`config.mk`:
```
export PLATFORM = sky130hd
export DESIGN_NAME = multi_queue_linked_fifo
export DESIGN_NICKNAME = d
export VERILOG_FILES = /design/src/design/mqlf_pkg.sv /design/src/design/multi_queue_linked_fifo.sv /design/src/design/mqlf_dp.sv /design/src/design/mqlf_ctrl.sv
export SDC_FILE = /design/constraint.sdc
export NUM_CORES = 2
export LEC_CHECK = 0
export BUFFER_PORTS_ARGS = -buffer_cell sky130_fd_sc_hd__clkbuf_2
export CAP_MARGIN = 20
export CORE_MARGIN = 1
export CORE_UTILIZATION = 60
export DETAILED_ROUTE_END_ITERATION = 10
export GPL_TIMING_DRIVEN = 0
export PLACE_DENSITY = 0.86
export REMOVE_ABC_BUFFERS = 1
export SLEW_MARGIN = 0
export SYNTH_ARGS = -nofsm -noshare
export SYNTH_HDL_FRONTEND = slang
export SYNTH_HIERARCHICAL = 1
export SYNTH_SLANG_ARGS = --single-unit
```
`constraint.sdc`:
```
create_clock -name clk -period 9.3 [get_ports clk]
set_input_delay 0.93 -clock clk [delete_from_list [all_inputs] [get_ports clk]]
set_output_delay 0.93 -clock clk [all_outputs]
set_load 0.005 [all_outputs]
```
`src/design/mqlf_pkg.sv`:
```
`timescale 1ns / 1ps
`default_nettype none
package mqlf_pkg;

	// default sizes of the shared link table
	localparam int DEF_NUM_ITEMS   = 64;
	localparam int DEF_NUM_QUEUES  = 8;
	localparam int DEF_TABLE_DEPTH = 80;

	// fixed field widths
	localparam int REQ_W   = 2;
	localparam int ITEM_W  = 6;
	localparam int QUEUE_W = 3;
	localparam int QIU_W   = 4;

	localparam logic [QIU_W-1:0] QIU_RESET = 4'd8;

	// request codes
	localparam logic [REQ_W-1:0] REQ_ENQUEUE = 2'd0;
	localparam logic [REQ_W-1:0] REQ_DEQUEUE = 2'd1;
	localparam logic [REQ_W-1:0] REQ_REMOVE  = 2'd2;

	typedef enum logic [2:0] {
		ST_OK         = 3'd0,
		ST_EMPTY      = 3'd1,
		ST_BAD_QUEUE  = 3'd2,
		ST_BAD_ITEM   = 3'd3,
		ST_NOT_QUEUED = 3'd4
	} status_t;

	typedef struct packed {
		logic [REQ_W-1:0]   req_type;
		logic [ITEM_W-1:0]  item_id;
		logic [QUEUE_W-1:0] queue_id;
	} req_t;

	typedef struct packed {
		status_t           status;
		logic [ITEM_W-1:0] item_id_out;
	} rsp_t;

	// link table read selection
	typedef enum logic [1:0] {
		RD_NONE,
		RD_REQ,
		RD_FIRST
	} rd_op_t;

	// link table write selection
	typedef enum logic [2:0] {
		WR_NONE,
		WR_INIT,
		WR_ENQ_NODE,
		WR_ENQ_LINK,
		WR_UNLINK
	} wr_op_t;

	typedef struct packed {
		logic    load;
		logic    sweep;
		rd_op_t  rd;
		wr_op_t  wr;
		logic    finish;
		status_t status;
	} ctrl_cmd_t;

	typedef struct packed {
		logic             sweep_last;
		logic [REQ_W-1:0] req_type;
		logic             queue_ok;
		logic             item_ok;
		logic             queued;
		logic             first_bad;
	} dp_stat_t;

endpackage
`default_nettype wire

```
`src/design/multi_queue_linked_fifo.sv`:
```
`timescale 1ns / 1ps
`default_nettype none
// Several FIFO queues sharing one doubly linked table of item nodes.
// Request channel: req (type, item, queue) is taken at a clock edge with
// start high and busy low. Types: enqueue at a queue's tail, dequeue a
// queue's head, remove a named item from whatever queue holds it.
// Result channel: done is high for exactly one cycle with result (status
// and item); every request gives one result and the receiver cannot stall.
// The request then passes through READ and EVAL; a rejected request or a
// remove finishes in EVAL, enqueue goes on to LINK and dequeue to UNLINK.
// busy drops in the result cycle, so a new request can follow at once.
// The steps are set by the single write port of each link memory
// and the registered read of the link table (read, check, write).
// Config channel: cfg_data sets the number of valid queues, taken when
// cfg_valid and cfg_ready are high; cfg_ready is always high. Write it
// only while the block is idle.
// Reset: after arst_n releases, an init sweep over max(NUM_ITEMS,
// NUM_QUEUES) entries links each queue's head to its tail and clears the
// queued flags; busy is high during it. The queue limit resets to 8.
module multi_queue_linked_fifo import mqlf_pkg::*; #(
	parameter int NUM_ITEMS   = DEF_NUM_ITEMS,
	parameter int NUM_QUEUES  = DEF_NUM_QUEUES,
	parameter int TABLE_DEPTH = DEF_TABLE_DEPTH
) (
	input  wire logic             clk,
	input  wire logic             arst_n,
	input  wire logic             start,
	output logic                  busy,
	input  wire req_t             req,
	output logic                  done,
	output rsp_t                  result,
	input  wire logic             cfg_valid,
	output logic                  cfg_ready,
	input  wire logic [QIU_W-1:0] cfg_data
);

	ctrl_cmd_t cmd;
	dp_stat_t  stat;

	assign cfg_ready = 1'b1;

	// sequencer
	mqlf_ctrl u_ctrl (
		.clk    (clk),
		.arst_n (arst_n),
		.start  (start),
		.stat   (stat),
		.cmd    (cmd),
		.busy   (busy),
		.done   (done)
	);

	// link table and checks
	mqlf_dp #(
		.NUM_ITEMS   (NUM_ITEMS),
		.NUM_QUEUES  (NUM_QUEUES),
		.TABLE_DEPTH (TABLE_DEPTH)
	) u_dp (
		.clk      (clk),
		.arst_n   (arst_n),
		.req      (req),
		.cfg_we   (cfg_valid & cfg_ready),
		.cfg_data (cfg_data),
		.cmd      (cmd),
		.stat     (stat),
		.result   (result)
	);

	// a result only follows a cycle of work
	a_done_after_busy: assert property (@(posedge clk) disable iff (!arst_n)
		done |-> $past(busy))
		else $error("result strobe without preceding work");

	// strobes never run back to back
	a_done_single: assert property (@(posedge clk) disable iff (!arst_n)
		done |=> !done)
		else $error("result strobe held two cycles");

	// accepted request makes the block busy
	a_busy_after_start: assert property (@(posedge clk) disable iff (!arst_n)
		(start && !busy) |=> busy)
		else $error("request accepted but block not busy");

	// failed requests carry no item
	a_fail_zero_item: assert property (@(posedge clk) disable iff (!arst_n)
		(done && (result.status != ST_OK)) |-> (result.item_id_out == '0))
		else $error("item reported on a failed request");

endmodule
`default_nettype wire

```
`src/design/mqlf_dp.sv`:
```
`timescale 1ns / 1ps
`default_nettype none
module mqlf_dp import mqlf_pkg::*; #(
	parameter int NUM_ITEMS   = DEF_NUM_ITEMS,
	parameter int NUM_QUEUES  = DEF_NUM_QUEUES,
	parameter int TABLE_DEPTH = DEF_TABLE_DEPTH
) (
	input  wire logic             clk,
	input  wire logic             arst_n,
	input  wire req_t             req,
	input  wire logic             cfg_we,
	input  wire logic [QIU_W-1:0] cfg_data,
	input  wire ctrl_cmd_t        cmd,
	output dp_stat_t              stat,
	output rsp_t                  result
);

	localparam int TW        = $clog2(TABLE_DEPTH);
	localparam int IW        = $clog2(NUM_ITEMS);
	localparam int NW        = (TW > ITEM_W) ? TW : ITEM_W;
	localparam int SWEEP_LEN = (NUM_ITEMS > NUM_QUEUES) ? NUM_ITEMS : NUM_QUEUES;
	localparam int CW        = $clog2(SWEEP_LEN);

	// link memories and queued flags
	logic [TW-1:0] next_mem [TABLE_DEPTH];
	logic [TW-1:0] prev_mem [TABLE_DEPTH];
	logic          queued_mem [NUM_ITEMS];

	logic [QIU_W-1:0]   qiu_q;
	logic [CW-1:0]      sweep_cnt_q;
	logic [REQ_W-1:0]   req_type_q;
	logic [ITEM_W-1:0]  item_q;
	logic [QUEUE_W-1:0] queue_q;
	logic [NW-1:0]      node_q;
	logic [TW-1:0]      rd_next_q;
	logic [TW-1:0]      rd_prev_q;
	logic               rd_queued_q;
	rsp_t               result_q;

	logic [31:0]   head_w;
	logic [31:0]   tail_w;
	logic [31:0]   init_head_w;
	logic          init_fit;
	logic [TW-1:0] node_a;
	logic [IW-1:0] node_i;

	logic          nx_we, pv_we, qd_we, rd_en;
	logic [TW-1:0] nx_wa, nx_wd, pv_wa, pv_wd, nx_ra, pv_ra;
	logic [IW-1:0] qd_wa, qd_ra;
	logic          qd_wd;

	// sentinel addresses of the request queue and of the sweep queue
	assign head_w      = 32'(NUM_ITEMS) + {{(31-QUEUE_W){1'b0}}, queue_q, 1'b0};
	assign tail_w      = head_w + 32'd1;
	assign init_head_w = 32'(NUM_ITEMS) + {{(31-CW){1'b0}}, sweep_cnt_q, 1'b0};
	assign init_fit    = (32'(sweep_cnt_q) < 32'(NUM_QUEUES))
		&& (init_head_w + 32'd1 < 32'(TABLE_DEPTH));
	assign node_a      = TW'(node_q);
	assign node_i      = IW'(node_q);

	// checks handed to the controller
	always_comb begin
		stat.sweep_last = (sweep_cnt_q == CW'(SWEEP_LEN - 1));
		stat.req_type   = req_type_q;
		stat.queue_ok   = ({1'b0, queue_q} < qiu_q)
			&& (32'(queue_q) < 32'(NUM_QUEUES))
			&& (tail_w < 32'(TABLE_DEPTH));
		stat.item_ok    = (32'(item_q) < 32'(NUM_ITEMS))
			&& (32'(item_q) < 32'(TABLE_DEPTH));
		stat.queued     = rd_queued_q;
		stat.first_bad  = (32'(rd_next_q) == tail_w)
			|| !((32'(rd_next_q) < 32'(NUM_ITEMS))
			&& (32'(rd_next_q) < 32'(TABLE_DEPTH)));
	end

	// read port addresses
	always_comb begin
		rd_en = 1'b0;
		nx_ra = '0;
		pv_ra = '0;
		qd_ra = IW'(item_q);
		case (cmd.rd)
			RD_REQ: begin
				rd_en = 1'b1;
				nx_ra = (req_type_q == REQ_DEQUEUE) ? TW'(head_w) : TW'(item_q);
				pv_ra = (req_type_q == REQ_ENQUEUE) ? TW'(tail_w) : TW'(item_q);
			end
			RD_FIRST: begin
				rd_en = 1'b1;
				nx_ra = rd_next_q;
				pv_ra = rd_next_q;
			end
			default: begin
				rd_en = 1'b0;
			end
		endcase
	end

	// write port selection
	always_comb begin
		nx_we = 1'b0;
		nx_wa = '0;
		nx_wd = '0;
		pv_we = 1'b0;
		pv_wa = '0;
		pv_wd = '0;
		qd_we = 1'b0;
		qd_wa = '0;
		qd_wd = 1'b0;
		case (cmd.wr)
			WR_INIT: begin
				nx_we = init_fit;
				nx_wa = TW'(init_head_w);
				nx_wd = TW'(init_head_w + 32'd1);
				pv_we = init_fit;
				pv_wa = TW'(init_head_w + 32'd1);
				pv_wd = TW'(init_head_w);
				qd_we = (32'(sweep_cnt_q) < 32'(NUM_ITEMS));
				qd_wa = IW'(sweep_cnt_q);
				qd_wd = 1'b0;
			end
			WR_ENQ_NODE: begin
				nx_we = 1'b1;
				nx_wa = node_a;
				nx_wd = TW'(tail_w);
				pv_we = 1'b1;
				pv_wa = node_a;
				pv_wd = rd_prev_q;
				qd_we = 1'b1;
				qd_wa = node_i;
				qd_wd = 1'b1;
			end
			WR_ENQ_LINK: begin
				nx_we = 1'b1;
				nx_wa = rd_prev_q;
				nx_wd = node_a;
				pv_we = 1'b1;
				pv_wa = TW'(tail_w);
				pv_wd = node_a;
			end
			WR_UNLINK: begin
				nx_we = 1'b1;
				nx_wa = rd_prev_q;
				nx_wd = rd_next_q;
				pv_we = 1'b1;
				pv_wa = rd_next_q;
				pv_wd = rd_prev_q;
				qd_we = 1'b1;
				qd_wa = node_i;
				qd_wd = 1'b0;
			end
			default: begin
				nx_we = 1'b0;
			end
		endcase
	end

	// memories with registered read data
	always_ff @(posedge clk) begin
		if (nx_we) begin
			next_mem[nx_wa] <= nx_wd;
		end
		if (pv_we) begin
			prev_mem[pv_wa] <= pv_wd;
		end
		if (qd_we) begin
			queued_mem[qd_wa] <= qd_wd;
		end
		if (rd_en) begin
			rd_next_q   <= next_mem[nx_ra];
			rd_prev_q   <= prev_mem[pv_ra];
			rd_queued_q <= queued_mem[qd_ra];
		end
	end

	// control registers: queue limit and init sweep counter
	always_ff @(posedge clk or negedge arst_n) begin
		if (!arst_n) begin
			qiu_q       <= QIU_RESET;
			sweep_cnt_q <= '0;
		end else begin
			if (cfg_we) begin
				qiu_q <= cfg_data;
			end
			if (cmd.sweep) begin
				sweep_cnt_q <= sweep_cnt_q + CW'(1);
			end
		end
	end

	// request and result holding
	always_ff @(posedge clk) begin
		if (cmd.load) begin
			req_type_q <= req.req_type;
			item_q     <= req.item_id;
			queue_q    <= req.queue_id;
			node_q     <= NW'(req.item_id);
		end else if (cmd.rd == RD_FIRST) begin
			node_q <= NW'(rd_next_q);
		end
		if (cmd.finish) begin
			result_q.status      <= cmd.status;
			result_q.item_id_out <= (cmd.status == ST_OK) ? ITEM_W'(node_q) : '0;
		end
	end

	assign result = result_q;

endmodule
`default_nettype wire

```
`src/design/mqlf_ctrl.sv`:
```
`timescale 1ns / 1ps
`default_nettype none
module mqlf_ctrl import mqlf_pkg::*; (
	input  wire logic     clk,
	input  wire logic     arst_n,
	input  wire logic     start,
	input  wire dp_stat_t stat,
	output ctrl_cmd_t     cmd,
	output logic          busy,
	output logic          done
);

	typedef enum logic [2:0] {
		S_INIT,
		S_IDLE,
		S_READ,
		S_EVAL,
		S_UNLINK,
		S_LINK
	} state_t;

	state_t state_q, state_d;
	logic   done_q;

	// next state and datapath commands
	always_comb begin
		state_d    = state_q;
		cmd.load   = 1'b0;
		cmd.sweep  = 1'b0;
		cmd.rd     = RD_NONE;
		cmd.wr     = WR_NONE;
		cmd.finish = 1'b0;
		cmd.status = ST_OK;
		case (state_q)
			S_INIT: begin
				cmd.sweep = 1'b1;
				cmd.wr    = WR_INIT;
				if (stat.sweep_last) begin
					state_d = S_IDLE;
				end
			end
			S_IDLE: begin
				if (start) begin
					cmd.load = 1'b1;
					state_d  = S_READ;
				end
			end
			S_READ: begin
				cmd.rd  = RD_REQ;
				state_d = S_EVAL;
			end
			S_EVAL: begin
				state_d    = S_IDLE;
				cmd.finish = 1'b1;
				case (stat.req_type)
					REQ_ENQUEUE: begin
						if (!stat.queue_ok) begin
							cmd.status = ST_BAD_QUEUE;
						end else if (!stat.item_ok || stat.queued) begin
							cmd.status = ST_BAD_ITEM;
						end else begin
							cmd.finish = 1'b0;
							cmd.wr     = WR_ENQ_NODE;
							state_d    = S_LINK;
						end
					end
					REQ_DEQUEUE: begin
						if (!stat.queue_ok) begin
							cmd.status = ST_BAD_QUEUE;
						end else if (stat.first_bad) begin
							cmd.status = ST_EMPTY;
						end else begin
							cmd.finish = 1'b0;
							cmd.rd     = RD_FIRST;
							state_d    = S_UNLINK;
						end
					end
					REQ_REMOVE: begin
						if (!stat.item_ok) begin
							cmd.status = ST_BAD_ITEM;
						end else if (!stat.queued) begin
							cmd.status = ST_NOT_QUEUED;
						end else begin
							cmd.wr = WR_UNLINK;
						end
					end
					default: begin
						cmd.status = ST_BAD_QUEUE;
					end
				endcase
			end
			S_UNLINK: begin
				cmd.wr     = WR_UNLINK;
				cmd.finish = 1'b1;
				state_d    = S_IDLE;
			end
			S_LINK: begin
				cmd.wr     = WR_ENQ_LINK;
				cmd.finish = 1'b1;
				state_d    = S_IDLE;
			end
			default: begin
				state_d = S_IDLE;
			end
		endcase
	end

	// state and result strobe
	always_ff @(posedge clk or negedge arst_n) begin
		if (!arst_n) begin
			state_q <= S_INIT;
			done_q  <= 1'b0;
		end else begin
			state_q <= state_d;
			done_q  <= cmd.finish;
		end
	end

	assign busy = (state_q != S_IDLE);
	assign done = done_q;

endmodule
`default_nettype wire

```
# After elaboration in Yosys (flattened, before gate mapping)
# Memories as Yosys holds them, arrays and structs flattened. A register that Yosys moved wholly into a read port is not among the register bits.
# Index checks and enable logic that the tools add are counted.
# totals
reg_bits	41
ramBits	1184
in_bits	19
out_inout_bits	12
elab_cells	109
mem_count	3
# memory_table
name	depth	word_bits	read_ports	rd_clocked_by_memory_dff	wr	line	source
u_dp.next_mem	80	7	1	1	1	mqlf_dp.sv:25	logic [TW-1:0] next_mem [TABLE_DEPTH];
u_dp.prev_mem	80	7	1	1	1	mqlf_dp.sv:26	logic [TW-1:0] prev_mem [TABLE_DEPTH];
u_dp.queued_mem	64	1	1	1	1	mqlf_dp.sv:27	logic queued_mem [NUM_ITEMS];
# op_classes
n_addsub	5
n_lt_le_gt_ge	6
n_eq_ne	18
muxes	50
n_reduce_logical	16
# op_table
cell	count
$add 32x1->32 const B	2
$lt 32x7->1 const B	2
$pmux 7 s4	2
$pmux 7 s3	2
$mux 3	13
$eq 7x32->1	1
$pmux 7 s2	2
$pmux 3 s4	2
$lt 7x7->1 const B	2
$mux 7	2
$mux 1	13
$eq 3x2->1 const B	4
$mux 6	2
$pmux 3 s2	2
$pmux 6 s2	1
$eq 3x3->1 const B	3
$pmux 3 s3	1
$add 7x4->8 const A	1
$add 7x7->8 const A	1
$mux 2	4
$reduce_or 2->1	4
$add 6x1->6 const B	1
$eq 3x1->1 const B	2
$eq 6x6->1 const B	1
other kinds (16)	25

# Logic depth before layout (Yosys ltp)
# depth
word_depth	12
depth_mapped	22
ltp_nobuf	17

# Modules after synthesis
# The synthesis kept the hierarchy.
# by_module_without_submodules
module	instances	cells_per_inst	area_per_inst_um2
mqlf_dp	1	3469	50482.2
mqlf_ctrl	1	50	439.2
multi_queue_linked_fifo	1	2	11.3

# Worst setup path before layout
# OpenSTA, ideal clock, no wires.
# synth_timing
path_kind	register -> register
from	register u_dp.queue_q[1]
to	memory u_dp/prev_mem[0][1] in the netlist's numbering (data pin)
arrival_time_ns	5.797
required_time_ns	8.474
path_slack_ns	2.677
path_stages_with_launch	13
synth_period_minus_slack_ns	6.623
path_cell_list	edfxtp_1 ha_1 a21o_1 a21oi_1 or2_2 nor2b_2 nand3b_1 a21boi_1 clkbuf_1 buf_1 clkbuf_1 a21oi_1 o21ai_0
# synth_lines
item	line	source
from (decl)	mqlf_dp.sv:33	logic [QUEUE_W-1:0] queue_q;
from (signal assigned)	mqlf_dp.sv:196	queue_q <= req.queue_id;
to (decl)	mqlf_dp.sv:26	

==> results.cfg <==
[timing]
relSlewSlack_pct = 15.1
min_period_ns = 7.28
fmax_ghz = 0.137
worstMarginPinSlew_ns = 1.27
fin_skew_ns = 0.0268
hold_violations = 0
tns_ns = 0
timing.final.crit_share_pct = 78.3
final_max_slew_viol_count = 0
rsz0062_at_grt = no
setup_viol = 0

[pwr]
clockPowerShare_pct = 43.5
p_sw_w = 0.00205
p_int_w = 0.00868
combPwrFrac_pct = 0.1
vdd_drop_max_mv = 0.160
p_sw_share_pct = 19.1
power_w = 0.0107
p_per_area_nw_per_um2 = 188
p_leak_nw = 17.9
seq_power_share_pct = 56.3

[final_layout]
area_delta_synth_final_pct = 11.8
fillers = 4647
multi_input_area_um2 = 13100
regArea_um2 = 37200
drive_gt1_share_pct = 12.4
final_area_um2 = 56900
final_util_pct = 67.9
layout.nets = 3548

[global_routing]
grt_pass1_wl_um = 208000
grt_pass1_vias = 33400
grt_use_total_pct = 32.5
grt_max_degree = 85
grt-ovfl-total = 0
antenna_found_initial = 2

[logic_synthesis]
syn_area_per_cell_um2 = 14.5
syn_area_um2 = 50900
netlist_instances = 3521
synth_commonest_cells = edfxtp_1 (1225), nand2_1 (643), nor2_1 (277), nand3_1 (213), a21oi_1 (157)
synth_top_area_share_pct = 72.2
synth.most_common_cell = edfxtp_1
synth_flop_cell = edfxtp_1
ys_seq_area_share_pct = 73.0
synth-edff-count = 1225
yosys.area.top_type = edfxtp_1
synth_area_leaders = edfxtp_1 (72%), nand2_1 (4.7%), mux4_2 (4.3%)
async_reset_ff_share_pct = 1.13
yosysWarnings = 6
synth-seq-cells = 1240
ys_types = 84

[floorplan]
die_w_um = 293
dieArea_um2 = 86100
rows = 106
ios = 31
core-area_um2 = 83800
die_h_um = 293
start_util_pct = 60.8

[critical_path]
crit_arrival_ns = 7.71
timing_worst_setup_path_type = register to register
cp_max_fo = 84
required_ns = 9.72
worstSetupStartpointType = register
crit_path_end_kind = register

[detailed_routing]
viasPerCell = 7.23
wirelength_um = 142000
drc = 2
dr.pass1.iters = 11
via_count = 34300
route.detailed.wl_per_inst_um = 29.9
drt_iter0_drc = 6679
postRouteAntennaNets = 0

[clocking]
cts_sinks = 1240
clock_path_buffers = 3
cts_buffers = 109
cts_root_buf = clkbuf_16
cts_tree = done
cts_resized = 0
holdBufCountCts = 0
post_cts.repair.setup_buffers = 0
clk_pin_slew_worst_paths_ns = 0.07
htree_levels = 3
clk_latency_ns = 0.72

[place]
io_buffers = 29
place.gp.congestion = 0.919
hpwl_um = 80900
post_dp_cell_area_um2 = 53200

[worst_hold_path]
hold_class = primary input to asynchronous set/reset pin

[status]
status = finished, violations left
failed_checks = design-rule violations

[run]
cap_violations = 0
-- power by group through the flow --
stage | clock [W] | combinational (W) | sequential, W
global placement | 0 | 0.0000123 | 0.00617
detailed placement | 0 | 0.0000131 | 0.00617
finish | 0.00467 | 0.0000139 | 0.00604
CTS | 0.00466 | 0.0000135 | 0.00605
global route | 0.00487 | 0.0000152 | 0.00604
floorplan | 0 | 0.00000518 | 0.00617
-- cell usage in the layout, fill, tap and decap left out, types with 24 or more instances in the layout --
master	count
a221oi_1	29
nor2_1	273
a31oi_1	48
a22oi_1	47
mux2i_1	69
a21oi_1	154
mux4_2	97
nor2b_1	26
clkbuf_2	29
a211oi_1	38
a32oi_1	24
nor3_1	25
edfxtp_1	1225
o21ai_0	41
nand3_1	213
buf_16	24
clkbuf_16	110
and3_1	37
buf_12	31
nand2_1	642
-- sequential cells by signal (all words and copies together) (netlist names), 2 cells and up --
register,count
u_dp/result,9
u_dp/node_a,7
u_dp/qiu_q,4
u_dp/queue_q,3
u_dp/req_type_q,2
u_dp/item_q,6
u_dp/queued_mem,64
u_dp/rd_prev_q,7
u_dp/sweep_cnt_q,6
u_ctrl/state_q,3
u_dp/prev_mem,560
u_dp/next_mem,560
u_dp/rd_next_q,7
-- critical path: stages, from the launching register on --
cell      delay (ns)
edfxtp_1        0.59
ha_1            0.38
a21o_1          0.11
a21oi_1         0.07
or2_2           0.32
nor2b_2         0.21
and3_1          0.26
inv_1           0.07
ha_1            0.81
and4b_1         0.37
a311o_1         0.51
buf_16          0.23
nand2_4         0.56
buf_12          0.46
nor3_1          0.79
nand2_1         0.20
o211ai_1        0.22
a211oi_1        0.12
a211oi_1        0.65
-- worst paths after layout --
check,startpoint,end,slack (ns),depth (start not counted)
worst max-delay path,u_dp/queue_q[1]$_DFFE_PP_,u_dp/rd_next_q[6]$_DFFE_PN_,2.02,18
worst min-delay path,arst_n,u_dp/sweep_cnt_q[3]$_DFFE_PN0P_,0.13,1
worst max register to register,u_dp/queue_q[1]$_DFFE_PP_,u_dp/rd_next_q[6]$_DFFE_PN_,2.02,18
worst min register to register,u_dp/qiu_q[0]$_DFFE_PN0P_,u_dp/qiu_q[0]$_DFFE_PN0P_,0.52,1
max in group asynchronous,arst_n,u_dp/qiu_q[3]$_DFFE_PN1P_,8.86,1
min in group clk,req[0],u_dp/queue_q[0]$_DFFE_PP_,0.40,1
-- routing by layer --
layer | track usage (%) | up-vias | share of wire (%) | routed length [µm]
met2 | 50.2 | 3584 | 45 | 64400
met1 | 40.7 | 16300 | 32 | 44800
li1 | - | 13500 | - | -
met4 | 19.8 | 2 | 7.5 | 10600
met3 | 9.93 | 868 | 16 | 22200
met5 | 0 | - | 0.0063 | 9
-- through the flow --
| stage | setup WS, ns | std cells | hold slack (ns) |
|---|---|---|---|
| finish | 2.02 | 4748 | 0.126 |
| global route | 1.90 | 4747 | 0.152 |
| CTS | 2.41 | 4742 | 0.131 |
| detailed placement | 2.78 | 4542 | 0.505 |
| global placement | -5.63 | 4478 | 0.508 |
| floorplan | 0.200 | 3315 | 0.482 |
-- cell families (layout without fill, tap and decap cells) --
logic type                 after synthesis  in the layout  share of synthesized area, %
other                                    2              3                        0.0147
DFF                                   1240           1240                          73.0
and+or+nand+nor                       1316           1316                          11.2
adders and majority gates                5              5                         0.123
xor gates and xnor gates                 6              6                         0.103
AOI/OAI and AO/OA                      552            552                          7.49
muxes                                  186            186                          6.09
buffers and inverters                  214            306                          1.99
-- final cells by class --
cell class	instances	share of cell area, %
Sequential cell	1240	65.3
Multi-Input combinational cell	2067	23.0
Clock buffer	134	5.13
Timing Repair Buffer	98	2.77
Tap cell	1134	2.49
Clock inverter	66	1.33
Inverter	8	0.0527
Antenna cell	1	0.00440
(Power assumes the default switching activity.)
